==> src/sv/assert_macros.svh <==
// assertion helpers for the rtl
`ifndef ASSERT_MACROS_SVH
`define ASSERT_MACROS_SVH

`ifndef NO_ASSERTIONS

`define ASSERT_ALWAYS(label, clk, rst, expr) \
   label: assert property (@(posedge clk) disable iff (rst) (expr)) \
      else $error("assertion failed");

`define ASSERT_IMPL(label, clk, rst, ante, cons) \
   label: assert property (@(posedge clk) disable iff (rst) (ante) |-> (cons)) \
      else $error("assertion failed");

`define ASSERT_NEXT(label, clk, rst, ante, cons) \
   label: assert property (@(posedge clk) disable iff (rst) (ante) |=> (cons)) \
      else $error("assertion failed");

`else

`define ASSERT_ALWAYS(label, clk, rst, expr)
`define ASSERT_IMPL(label, clk, rst, ante, cons)
`define ASSERT_NEXT(label, clk, rst, ante, cons)

`endif

`endif

==> src/sv/fatl_pkg.sv <==
`timescale 1ns / 1ps
`default_nettype none

package fatl_pkg;

   localparam int ELAPSED_W   = 32;
   localparam int AVG_W       = 32;
   localparam int SLEEP_W     = 20;
   localparam int FPS_W       = 20;
   localparam int PERIOD_W    = 20;
   localparam int WINLEN_W    = 7;
   localparam int CSR_INDEX_W = 4;
   localparam int CSR_DATA_W  = 20;
   localparam int REQ_DATA_W  = 32;
   localparam int RSP_DATA_W  = 72;

   localparam logic [CSR_INDEX_W-1:0] CSR_FRAME_PERIOD = 4'd0;
   localparam logic [CSR_INDEX_W-1:0] CSR_WINDOW_LEN   = 4'd1;

   localparam logic [PERIOD_W-1:0] PERIOD_RESET = 20'd16666;
   localparam logic [WINLEN_W-1:0] WINLEN_RESET = 7'd60;
   localparam logic [FPS_W-1:0]    USEC_PER_SEC = 20'd1000000;

   typedef enum logic [2:0] {
      ST_CLEAR,
      ST_IDLE,
      ST_WRITE,
      ST_WALK,
      ST_DIVIDE,
      ST_WAIT,
      ST_RESULT
   } state_type;

endpackage

`default_nettype wire

==> src/sv/frame_time_average_limiter.sv <==
// channel  | direction | handshake              | payload
// req      | in        | req_tvalid/req_tready  | req_tdata: elapsed_us
// rsp      | out       | rsp_tvalid/rsp_tready  | rsp_tdata: avg, sleep, fps
// csr      | in        | csr_valid/csr_ready    | csr_index, csr_data
//
// one item at a time: the ring slots are read back one per cycle, then a restoring
// divider takes one quotient bit per cycle over the 32 + log2(MAX_WINDOW) bit sum.
// after reset a clearing pass writes zero to all MAX_WINDOW ring slots; req_tready
// is low during it, csr writes are taken at all times.
// a result waits in the rsp register; the next item is accepted meanwhile.
`timescale 1ns / 1ps
`default_nettype none

`include "assert_macros.svh"

module frame_time_average_limiter #(
   parameter int MAX_WINDOW = 64
) (
   input  wire logic                                 clock,
   input  wire logic                                 reset,
   input  wire logic                                 req_tvalid,
   output logic                                      req_tready,
   input  wire logic [fatl_pkg::REQ_DATA_W-1:0]      req_tdata,  // elapsed_us
   output logic                                      rsp_tvalid,
   input  wire logic                                 rsp_tready,
   output logic      [fatl_pkg::RSP_DATA_W-1:0]      rsp_tdata,  // avg_period_us, sleep_us, last_fps
   input  wire logic                                 csr_valid,
   output logic                                      csr_ready,
   input  wire logic [fatl_pkg::CSR_INDEX_W-1:0]     csr_index,
   input  wire logic [fatl_pkg::CSR_DATA_W-1:0]      csr_data
);

   import fatl_pkg::*;

   localparam int CW     = $clog2(MAX_WINDOW);
   localparam int LW     = $clog2(MAX_WINDOW + 1);
   localparam int SW     = ELAPSED_W + CW;
   localparam int FPS_NW = ELAPSED_W + 1;

   state_type state_ff, state_in;

   logic [PERIOD_W-1:0]  period_ff;
   logic [WINLEN_W-1:0]  winlen_ff;
   logic [LW-1:0]        eff_len;

   logic [ELAPSED_W-1:0] elapsed_ff, elapsed_in;
   logic [ELAPSED_W-1:0] stored_ff, stored_in;
   logic [SLEEP_W-1:0]   sleep_ff, sleep_in;
   logic [LW-1:0]        len_ff, len_in;
   logic [CW-1:0]        slot_ff, slot_in;
   logic [CW-1:0]        pos_ff, pos_in;
   logic [CW-1:0]        clr_ff, clr_in;
   logic [LW-1:0]        issued_ff, issued_in;
   logic                 rd_valid_ff, rd_valid_in;
   logic [SW-1:0]        sum_ff, sum_in;
   logic [CW-1:0]        cnt_ff, cnt_in;
   logic                 rsp_valid_ff, rsp_valid_in;
   logic [RSP_DATA_W-1:0] rsp_data_ff, rsp_data_in;

   logic [LW-1:0]        lenm1;
   logic [CW-1:0]        wslot;
   logic                 walk_stop;
   logic                 issue;

   logic                 ram_wr_en;
   logic [CW-1:0]        ram_wr_addr;
   logic [ELAPSED_W-1:0] ram_wr_data;
   logic [ELAPSED_W-1:0] ram_rd_data;

   logic                 div_start;
   logic                 avg_busy;
   logic                 fps_busy;
   logic [SW-1:0]        avg_quo;
   logic [FPS_NW-1:0]    fps_quo;
   logic [AVG_W-1:0]     avg_val;
   logic [FPS_W-1:0]     fps_val;
   logic                 load_rsp;

   // configuration
   always_ff @(posedge clock) begin
      if (reset) begin
         period_ff <= PERIOD_RESET;
         winlen_ff <= WINLEN_RESET;
      end else if (csr_valid) begin
         case (csr_index)
            CSR_FRAME_PERIOD: period_ff <= csr_data[PERIOD_W-1:0];
            CSR_WINDOW_LEN:   winlen_ff <= csr_data[WINLEN_W-1:0];
            default: ;
         endcase
      end
   end

   assign csr_ready = 1'b1;

   always_comb begin
      if (winlen_ff == '0) begin
         eff_len = LW'(1);
      end else if (32'(winlen_ff) > MAX_WINDOW) begin
         eff_len = LW'(MAX_WINDOW);
      end else begin
         eff_len = LW'(winlen_ff);
      end
   end

   assign lenm1 = len_ff - LW'(1);
   assign wslot = (LW'(slot_ff) >= len_ff) ? '0 : slot_ff;
   assign issue = (issued_ff < lenm1);
   assign walk_stop = rd_valid_ff &&
                      ((ram_rd_data == '0) || (LW'(cnt_ff) + LW'(1) == lenm1));

   assign req_tready = (state_ff == ST_IDLE);
   assign load_rsp   = (state_ff == ST_RESULT) && (!rsp_valid_ff || rsp_tready);

   // next state
   always_comb begin
      state_in = state_ff;
      case (state_ff)
         ST_CLEAR: begin
            if (clr_ff == CW'(MAX_WINDOW - 1)) begin
               state_in = ST_IDLE;
            end
         end
         ST_IDLE: begin
            if (req_tvalid) begin
               state_in = ST_WRITE;
            end
         end
         ST_WRITE: begin
            state_in = (len_ff == LW'(1)) ? ST_DIVIDE : ST_WALK;
         end
         ST_WALK: begin
            if (walk_stop) begin
               state_in = ST_DIVIDE;
            end
         end
         ST_DIVIDE: state_in = ST_WAIT;
         ST_WAIT: begin
            if (!avg_busy && !fps_busy) begin
               state_in = ST_RESULT;
            end
         end
         ST_RESULT: begin
            if (load_rsp) begin
               state_in = ST_IDLE;
            end
         end
         default: state_in = ST_CLEAR;
      endcase
   end

   // datapath and outputs
   always_comb begin
      elapsed_in   = elapsed_ff;
      stored_in    = stored_ff;
      sleep_in     = sleep_ff;
      len_in       = len_ff;
      slot_in      = slot_ff;
      pos_in       = pos_ff;
      clr_in       = clr_ff;
      issued_in    = issued_ff;
      rd_valid_in  = rd_valid_ff;
      sum_in       = sum_ff;
      cnt_in       = cnt_ff;
      rsp_valid_in = rsp_valid_ff;
      rsp_data_in  = rsp_data_ff;
      ram_wr_en    = 1'b0;
      ram_wr_addr  = wslot;
      ram_wr_data  = stored_ff;
      div_start    = 1'b0;

      if (rsp_valid_ff && rsp_tready) begin
         rsp_valid_in = 1'b0;
      end

      case (state_ff)
         ST_CLEAR: begin
            ram_wr_en   = 1'b1;
            ram_wr_addr = clr_ff;
            ram_wr_data = '0;
            clr_in      = clr_ff + CW'(1);
         end
         ST_IDLE: begin
            if (req_tvalid) begin
               elapsed_in = req_tdata[ELAPSED_W-1:0];
               len_in     = eff_len;
               if (req_tdata[ELAPSED_W-1:0] < ELAPSED_W'(period_ff)) begin
                  stored_in = ELAPSED_W'(period_ff);
                  sleep_in  = period_ff - req_tdata[SLEEP_W-1:0];
               end else begin
                  stored_in = req_tdata[ELAPSED_W-1:0];
                  sleep_in  = '0;
               end
            end
         end
         ST_WRITE: begin
            ram_wr_en   = 1'b1;
            slot_in     = (LW'(wslot) + LW'(1) == len_ff) ? '0 : wslot + CW'(1);
            pos_in      = wslot;
            issued_in   = '0;
            rd_valid_in = 1'b0;
            sum_in      = '0;
            cnt_in      = '0;
         end
         ST_WALK: begin
            rd_valid_in = issue;
            if (issue) begin
               issued_in = issued_ff + LW'(1);
               pos_in    = (pos_ff == '0) ? CW'(lenm1) : pos_ff - CW'(1);
            end
            if (rd_valid_ff && (ram_rd_data != '0)) begin
               sum_in = sum_ff + SW'(ram_rd_data);
               cnt_in = cnt_ff + CW'(1);
            end
         end
         ST_DIVIDE: begin
            div_start = 1'b1;
         end
         ST_WAIT: ;
         ST_RESULT: begin
            if (load_rsp) begin
               rsp_valid_in = 1'b1;
               rsp_data_in  = {fps_val, sleep_ff, avg_val};
            end
         end
         default: ;
      endcase
   end

   assign avg_val = (cnt_ff == '0) ? '0 : avg_quo[AVG_W-1:0];
   assign fps_val = (elapsed_ff == '0) ? USEC_PER_SEC : fps_quo[FPS_W-1:0];

   always_ff @(posedge clock) begin
      if (reset) begin
         state_ff     <= ST_CLEAR;
         clr_ff       <= '0;
         slot_ff      <= '0;
         rd_valid_ff  <= 1'b0;
         rsp_valid_ff <= 1'b0;
         issued_ff    <= '0;
         cnt_ff       <= '0;
      end else begin
         state_ff     <= state_in;
         clr_ff       <= clr_in;
         slot_ff      <= slot_in;
         rd_valid_ff  <= rd_valid_in;
         rsp_valid_ff <= rsp_valid_in;
         issued_ff    <= issued_in;
         cnt_ff       <= cnt_in;
      end
      elapsed_ff  <= elapsed_in;
      stored_ff   <= stored_in;
      sleep_ff    <= sleep_in;
      len_ff      <= len_in;
      pos_ff      <= pos_in;
      sum_ff      <= sum_in;
      rsp_data_ff <= rsp_data_in;
   end

   assign rsp_tvalid = rsp_valid_ff;
   assign rsp_tdata  = rsp_data_ff;

   fatl_ram #(
      .WIDTH (ELAPSED_W),
      .DEPTH (MAX_WINDOW)
   ) u_ring (
      .clock   (clock),
      .wr_en   (ram_wr_en),
      .wr_addr (ram_wr_addr),
      .wr_data (ram_wr_data),
      .rd_addr (pos_ff),
      .rd_data (ram_rd_data)
   );

   fatl_div #(
      .NUM_W (SW),
      .DEN_W (CW)
   ) u_avg_div (
      .clock (clock),
      .reset (reset),
      .start (div_start),
      .num   (sum_ff),
      .den   (cnt_ff),
      .busy  (avg_busy),
      .quo   (avg_quo)
   );

   fatl_div #(
      .NUM_W (FPS_NW),
      .DEN_W (FPS_NW)
   ) u_fps_div (
      .clock (clock),
      .reset (reset),
      .start (div_start),
      .num   (FPS_NW'(2 * 1000000) + FPS_NW'(elapsed_ff)),
      .den   ({elapsed_ff, 1'b0}),
      .busy  (fps_busy),
      .quo   (fps_quo)
   );

   `ASSERT_NEXT(a_accept_to_write, clock, reset, req_tvalid && req_tready, state_ff == ST_WRITE)
   `ASSERT_IMPL(a_walk_count, clock, reset, state_ff == ST_WALK, LW'(cnt_ff) < len_ff)
   `ASSERT_IMPL(a_rsp_from_result, clock, reset, $rose(rsp_valid_ff), $past(state_ff) == ST_RESULT)
   `ASSERT_IMPL(a_no_write_while_walk, clock, reset, state_ff == ST_WALK, !ram_wr_en)

endmodule

`default_nettype wire

==> src/sv/fatl_ram.sv <==
`timescale 1ns / 1ps
`default_nettype none

module fatl_ram #(
   parameter int WIDTH = 32,
   parameter int DEPTH = 64
) (
   input  wire logic                     clock,
   input  wire logic                     wr_en,
   input  wire logic [$clog2(DEPTH)-1:0] wr_addr,
   input  wire logic [WIDTH-1:0]         wr_data,
   input  wire logic [$clog2(DEPTH)-1:0] rd_addr,
   output logic      [WIDTH-1:0]         rd_data
);

   logic [WIDTH-1:0] mem_ff [DEPTH];

   always_ff @(posedge clock) begin
      if (wr_en) begin
         mem_ff[wr_addr] <= wr_data;
      end
      rd_data <= mem_ff[rd_addr];
   end

endmodule

`default_nettype wire

==> src/sv/fatl_div.sv <==
`timescale 1ns / 1ps
`default_nettype none

module fatl_div #(
   parameter int NUM_W = 38,
   parameter int DEN_W = 6
) (
   input  wire logic             clock,
   input  wire logic             reset,
   input  wire logic             start,
   input  wire logic [NUM_W-1:0] num,
   input  wire logic [DEN_W-1:0] den,
   output logic                  busy,
   output logic      [NUM_W-1:0] quo
);

   localparam int CNT_W = $clog2(NUM_W + 1);

   logic [NUM_W-1:0] num_ff, num_in;
   logic [DEN_W-1:0] den_ff, den_in;
   logic [DEN_W-1:0] rem_ff, rem_in;
   logic [CNT_W-1:0] cnt_ff, cnt_in;
   logic             busy_ff, busy_in;
   logic [DEN_W:0]   trial;
   logic [DEN_W:0]   diff;

   always_comb begin
      num_in  = num_ff;
      den_in  = den_ff;
      rem_in  = rem_ff;
      cnt_in  = cnt_ff;
      busy_in = busy_ff;
      trial   = {rem_ff, num_ff[NUM_W-1]};
      diff    = trial - {1'b0, den_ff};
      if (start) begin
         num_in  = num;
         den_in  = den;
         rem_in  = '0;
         cnt_in  = CNT_W'(NUM_W);
         busy_in = 1'b1;
      end else if (busy_ff) begin
         if (trial >= {1'b0, den_ff}) begin
            rem_in = diff[DEN_W-1:0];
            num_in = {num_ff[NUM_W-2:0], 1'b1};
         end else begin
            rem_in = trial[DEN_W-1:0];
            num_in = {num_ff[NUM_W-2:0], 1'b0};
         end
         cnt_in = cnt_ff - CNT_W'(1);
         if (cnt_ff == CNT_W'(1)) begin
            busy_in = 1'b0;
         end
      end
   end

   always_ff @(posedge clock) begin
      if (reset) begin
         busy_ff <= 1'b0;
         cnt_ff  <= '0;
      end else begin
         busy_ff <= busy_in;
         cnt_ff  <= cnt_in;
      end
      num_ff <= num_in;
      den_ff <= den_in;
      rem_ff <= rem_in;
   end

   assign busy = busy_ff;
   assign quo  = num_ff;

endmodule

`default_nettype wire
==> config.mk <==
export PLATFORM = sky130hd
export DESIGN_NAME = frame_time_average_limiter
export DESIGN_NICKNAME = d
export VERILOG_FILES = /design/src/sv/fatl_pkg.sv /design/src/sv/frame_time_average_limiter.sv /design/src/sv/fatl_ram.sv /design/src/sv/fatl_div.sv
export VERILOG_INCLUDE_DIRS = /design/src /design/src/sv
export SDC_FILE = /design/constraint.sdc
export NUM_CORES = 2
export LEC_CHECK = 0
export BUFFER_PORTS_ARGS = -buffer_cell sky130_fd_sc_hd__clkbuf_2
export CAP_MARGIN = 20
export CORE_MARGIN = 4
export CORE_UTILIZATION = 45
export DETAILED_ROUTE_END_ITERATION = 8
export GPL_ROUTABILITY_DRIVEN = 0
export GPL_TIMING_DRIVEN = 0
export PLACE_DENSITY = 0.61
export SLEW_MARGIN = 20
export SYNTH_ARGS = -nofsm -noshare
export SYNTH_HDL_FRONTEND = slang
export SYNTH_HIERARCHICAL = 1
export SYNTH_SLANG_ARGS = --single-unit
export TNS_END_PERCENT = 30
==> constraint.sdc <==
create_clock -name clock -period 15.86 [get_ports clock]
set_clock_uncertainty 0.15 [all_clocks]
set_input_delay 0.793 -clock clock [delete_from_list [all_inputs] [get_ports clock]]
set_output_delay 0.793 -clock clock [all_outputs]
set_load 0.005 [all_outputs]
==> tab_implementation.tex <==
\begin{tabular}{lr}
\hline
Metric & Value \\
\hline
\multicolumn{2}{l}{\textbf{Worst setup path}} \\
Critical Path Source Type & register \\
Biggest cell delay along the critical path & about 0.92 ns \\
Cell repeated most along the worst path & clkbuf\_1 \\
Cell with the biggest individual delay on the critical path & nor2\_4 \\
Crit path max fanout & 13 \\
Data arrival, critical path & 6.18 ns \\
Worst path required time & 16.31 ns \\
List of cells traversed by the critical path & clkbuf\_1 -> nor3\_2 -> clkbuf\_1 -> clkbuf\_1 -> nand2\_1 -> o21ai\_0 -> clkbuf\_1 -> nand4\_1 -> nor2\_4 -> buf\_12 -> buf\_16 \\
Critical path start-end classification & register to register \\
Critical Path End Type & register \\
CP top delay family & simple AND/OR/NAND/NOR gates \\
Buf/Inv on CP & 6 \\
\multicolumn{2}{l}{\textbf{Logic synthesis}} \\
Sequential element share of the synthesized area & $\sim$73\% \\
Synth Flop Type & edfxtp\_1 \\
Instance count of the mapped netlist & 5,526 \\
Largest cells by area after synthesis & edfxtp\_1 70\%, mux4\_2 12\%, dfxtp\_1 2.8\% \\
Number of synthesized flops with an enable pin & 2,365 \\
Total of warnings raised by yosys & 6 \\
Library cell occupying the most area in the post-synthesis netlist & edfxtp\_1 \\
Dominant cell by count in the synthesized netlist & edfxtp\_1 \\
Most instantiated cells after synthesis & 2,365 x edfxtp\_1, 544 x mux4\_2, 327 x nor2\_1, 186 x a21oi\_1, 170 x nand2\_1 \\
Mean cell area of the mapped netlist & $\sim$18 um2 \\
Summed instance area of the synthesized netlist & 0.102 mm2 \\
Top-area cell type share of the netlist area & 69.7\% \\
Number of nets produced by synthesis & between 5k and 6k \\
Yosys reg bits & between 2k and 3k \\
Cell variety after synth & 85 \\
Proportion of register bits with asynchronous set or reset after synthesis & 0\% \\
\multicolumn{2}{l}{\textbf{Clock tree}} \\
Worst-case clock buffer depth & 4 \\
\# resized after CTS & 0 \\
Post-CTS repair timing setup buffer count & 0 \\
Clock net sink count & around 2.5k \\
CTS hold repair buffers & just over 40 \\
Root Buffer Master & clkbuf\_16 \\
Number of levels in the clock H-tree & 5 \\
CTS tree & done \\
Clk slew on worst S/H paths & 0.06 ns \\
Cts bufs inserted & 276 \\
Clk Latency, worst-skew pair & 0.92 ns \\
\multicolumn{2}{l}{\textbf{STA}} \\
Min cycle time layout & 5.72 ns \\
Unrepaired setup endpoints after global routing & no \\
Final Hold Vio Count & 0 \\
Upper clock frequency limit & 175 MHz \\
Number of failing setup endpoints in the final timing report & 0 \\
Slew at the pin with the worst max-slew slack & 1.21 ns \\
Number of max-slew violations in the final report & 0 \\
Post-route clock period utilization & between 30\% and 40\% \\
Max-slew headroom at the worst pin & 19.5\% \\
Final setup margin & 10.14 ns \\
Total negative slack & 0 ns \\
Final worst hold slack & around 0.07 ns \\
\multicolumn{2}{l}{\textbf{Route}} \\
Via count & 57.6k \\
Wire length per cell after detailed routing & 32.3 um \\
Violation count after the first detailed-route iteration & 8,068 \\
Final routed wirelength across all metal layers & 302 mm \\
Count of antenna-violating nets left after detailed routing & 0 \\
First-pass DRT Iterations & 8 \\
DRC violation count after routing & 0 \\
Routed via count divided by cell count & just over 6 \\
\multicolumn{2}{l}{\textbf{Placement}} \\
Number of cells in the design after placement & 8,861 \\
Post-detail-place hpwl & 210 mm \\
Count of input and output buffers & 134 \\
Worst slack at placement & just over 10 ns \\
\multicolumn{2}{l}{\textbf{Die}} \\
Die ar. & about 0.23 mm2 \\
Horiz. Die Dim & a little under 500 um \\
Core Region & 0.225 mm2 \\
Initial core utilization & a little under half \\
Total I/O pin count & about 140 \\
Vert. Die Dim & between 400 and 500 um \\
Core Rows & 174 \\
\multicolumn{2}{l}{\textbf{Finish}} \\
Final-layout fill cell count & approximately 17k \\
Multi-input combinational cell area & 0.0269 mm2 \\
Net count of the finished layout & 6,390 \\
Fraction of layout instances using a drive strength above 1 & between 20\% and 30\% \\
Finished Layout Cells & 9,369 \\
Storage element area & around 0.074 mm2 \\
Util after Layout & 53.3\% \\
Syn-to-layout area delta & 17.8\% \\
\multicolumn{2}{l}{\textbf{Pwr}} \\
Pwr Density & 161 mW/mm2 \\
Highest ir drop seen on vdd & 0.142 mV \\
Leakage power total & 39.9 nW \\
\multicolumn{2}{l}{\textbf{Min path}} \\
Worst hold path type & input port to register \\
\multicolumn{2}{l}{\textbf{GRT}} \\
Vias in the first global route & 56.2k \\
Congestion Overflow GR & 0 \\
First-pass GRT wire length & approximately 420 mm \\
Global-route total usage across every layer & 25.5\% \\
Pin count of the biggest net entering global routing & 55 \\
Number of antenna violations at the first check in global routing & 15 \\
\multicolumn{2}{l}{\textbf{Status}} \\
Outcome & finished clean \\
\multicolumn{2}{l}{\textbf{Flow run}} \\
Count of maximum capacitance violations & 0 \\
\hline
\end{tabular}
-- routing by layer --
metal | part of all wire [%] | GRT usage, %
met4 | 4.0 | 9.50
met2 | 46 | 39.0
met1 | 39 | 35.5
met5 | 0.0040 | 0
met3 | 11 | 6.37
-- metrics by stage --
step           total power [mW]  instance area [um2]
2_1_floorplan              11.2               102000
3_3_place_gp               13.0               106000
3_5_place_dp               13.5               111000
4_1_cts                    19.3               120000
5_1_grt                    19.9               120000
6_report                   19.3               120000
-- cells by family (layout without fill, tap and decap cells) --
| group | count (synthesis) | count (layout) | share of synthesized area, % |
|---|---|---|---|
| flip-flops | 2507 | 2507 | 72.5 |
| AND/OR/NAND/NOR | 951 | 951 | 4.60 |
| multiplexers | 751 | 751 | 14.1 |
| AO/OA/AOI/OAI | 653 | 653 | 4.22 |
| buffers and inverters | 408 | 1249 | 1.78 |
| adder cells (fa/ha/maj) | 141 | 141 | 1.76 |
| XOR/XNOR | 113 | 113 | 0.972 |
| other | 2 | 12 | 0.00737 |
-- state kept, by name, indices dropped and copies added, names as in the netlist, 20 cells and up --
register / count
u_ring/mem_ff: 2048
sleep_ff: 20
stored_ff: 32
u_fps_div/rem_ff: 33
u_avg_div/quo: 38
rsp_tdata: 72
period_ff: 20
u_ring/rd_data: 32
elapsed_ff: 32
u_fps_div/quo: 33
sum_ff: 38
u_fps_div/den_ff: 33
-- placed cells by master (no fill, tap or decap), drive strengths merged, types with 25 or more instances in the layout --
master,count
edfxtp,2365
clkbuf,637
mux4,544
buf,339
nor2,327
a21oi,186
nand2,170
dfxtp,142
ha,137
inv,136
mux2i,135
nor2b,115
clkinv,89
o22ai,84
o21ai,83
nor3,73
mux2,72
xnor2,57
xor2,56
nand3,41
dlygate4sd3,41
a211oi,38
a21o,36
nand2b,35
o21a,34
o221ai,28
and3,28
nand4,25
or3,25
-- cell type report --
cell class                 count  area share (%)
sequential                  2507            61.6
multi-input combinational   2611            22.5
clock buffer                 354            6.20
timing repair buffer         384            4.61
tap                         2992            3.12
buffer                       279            1.12
clock inverter               103           0.505
inverter                     129           0.404
antenna                       10          0.0209
-- report_power, final --
part / total, mW / switching, mW / internal (mW)
clock network: 5.86 / 2.50 / 3.36
logic: 4.98 / 3.23 / 1.74
registers: 8.43 / 0.172 / 8.26
total: 19.3 / 5.91 / 13.4
-- path summary, 6_finish.rpt --
kind	from	endpoint	slack, ns	cells past startpoint
hold / removal	req_tdata[23]	elapsed_ff[23]	0.07	1
setup reg to reg	state_ff[0]	u_ring/mem_ff[15][9]	10.14	11
setup / recovery	state_ff[0]	u_ring/mem_ff[15][9]	10.14	11
hold reg to reg	sleep_ff[14]	rsp_tdata[46]	0.27	0
No activity file was read; power rests on OpenSTA's default activity.
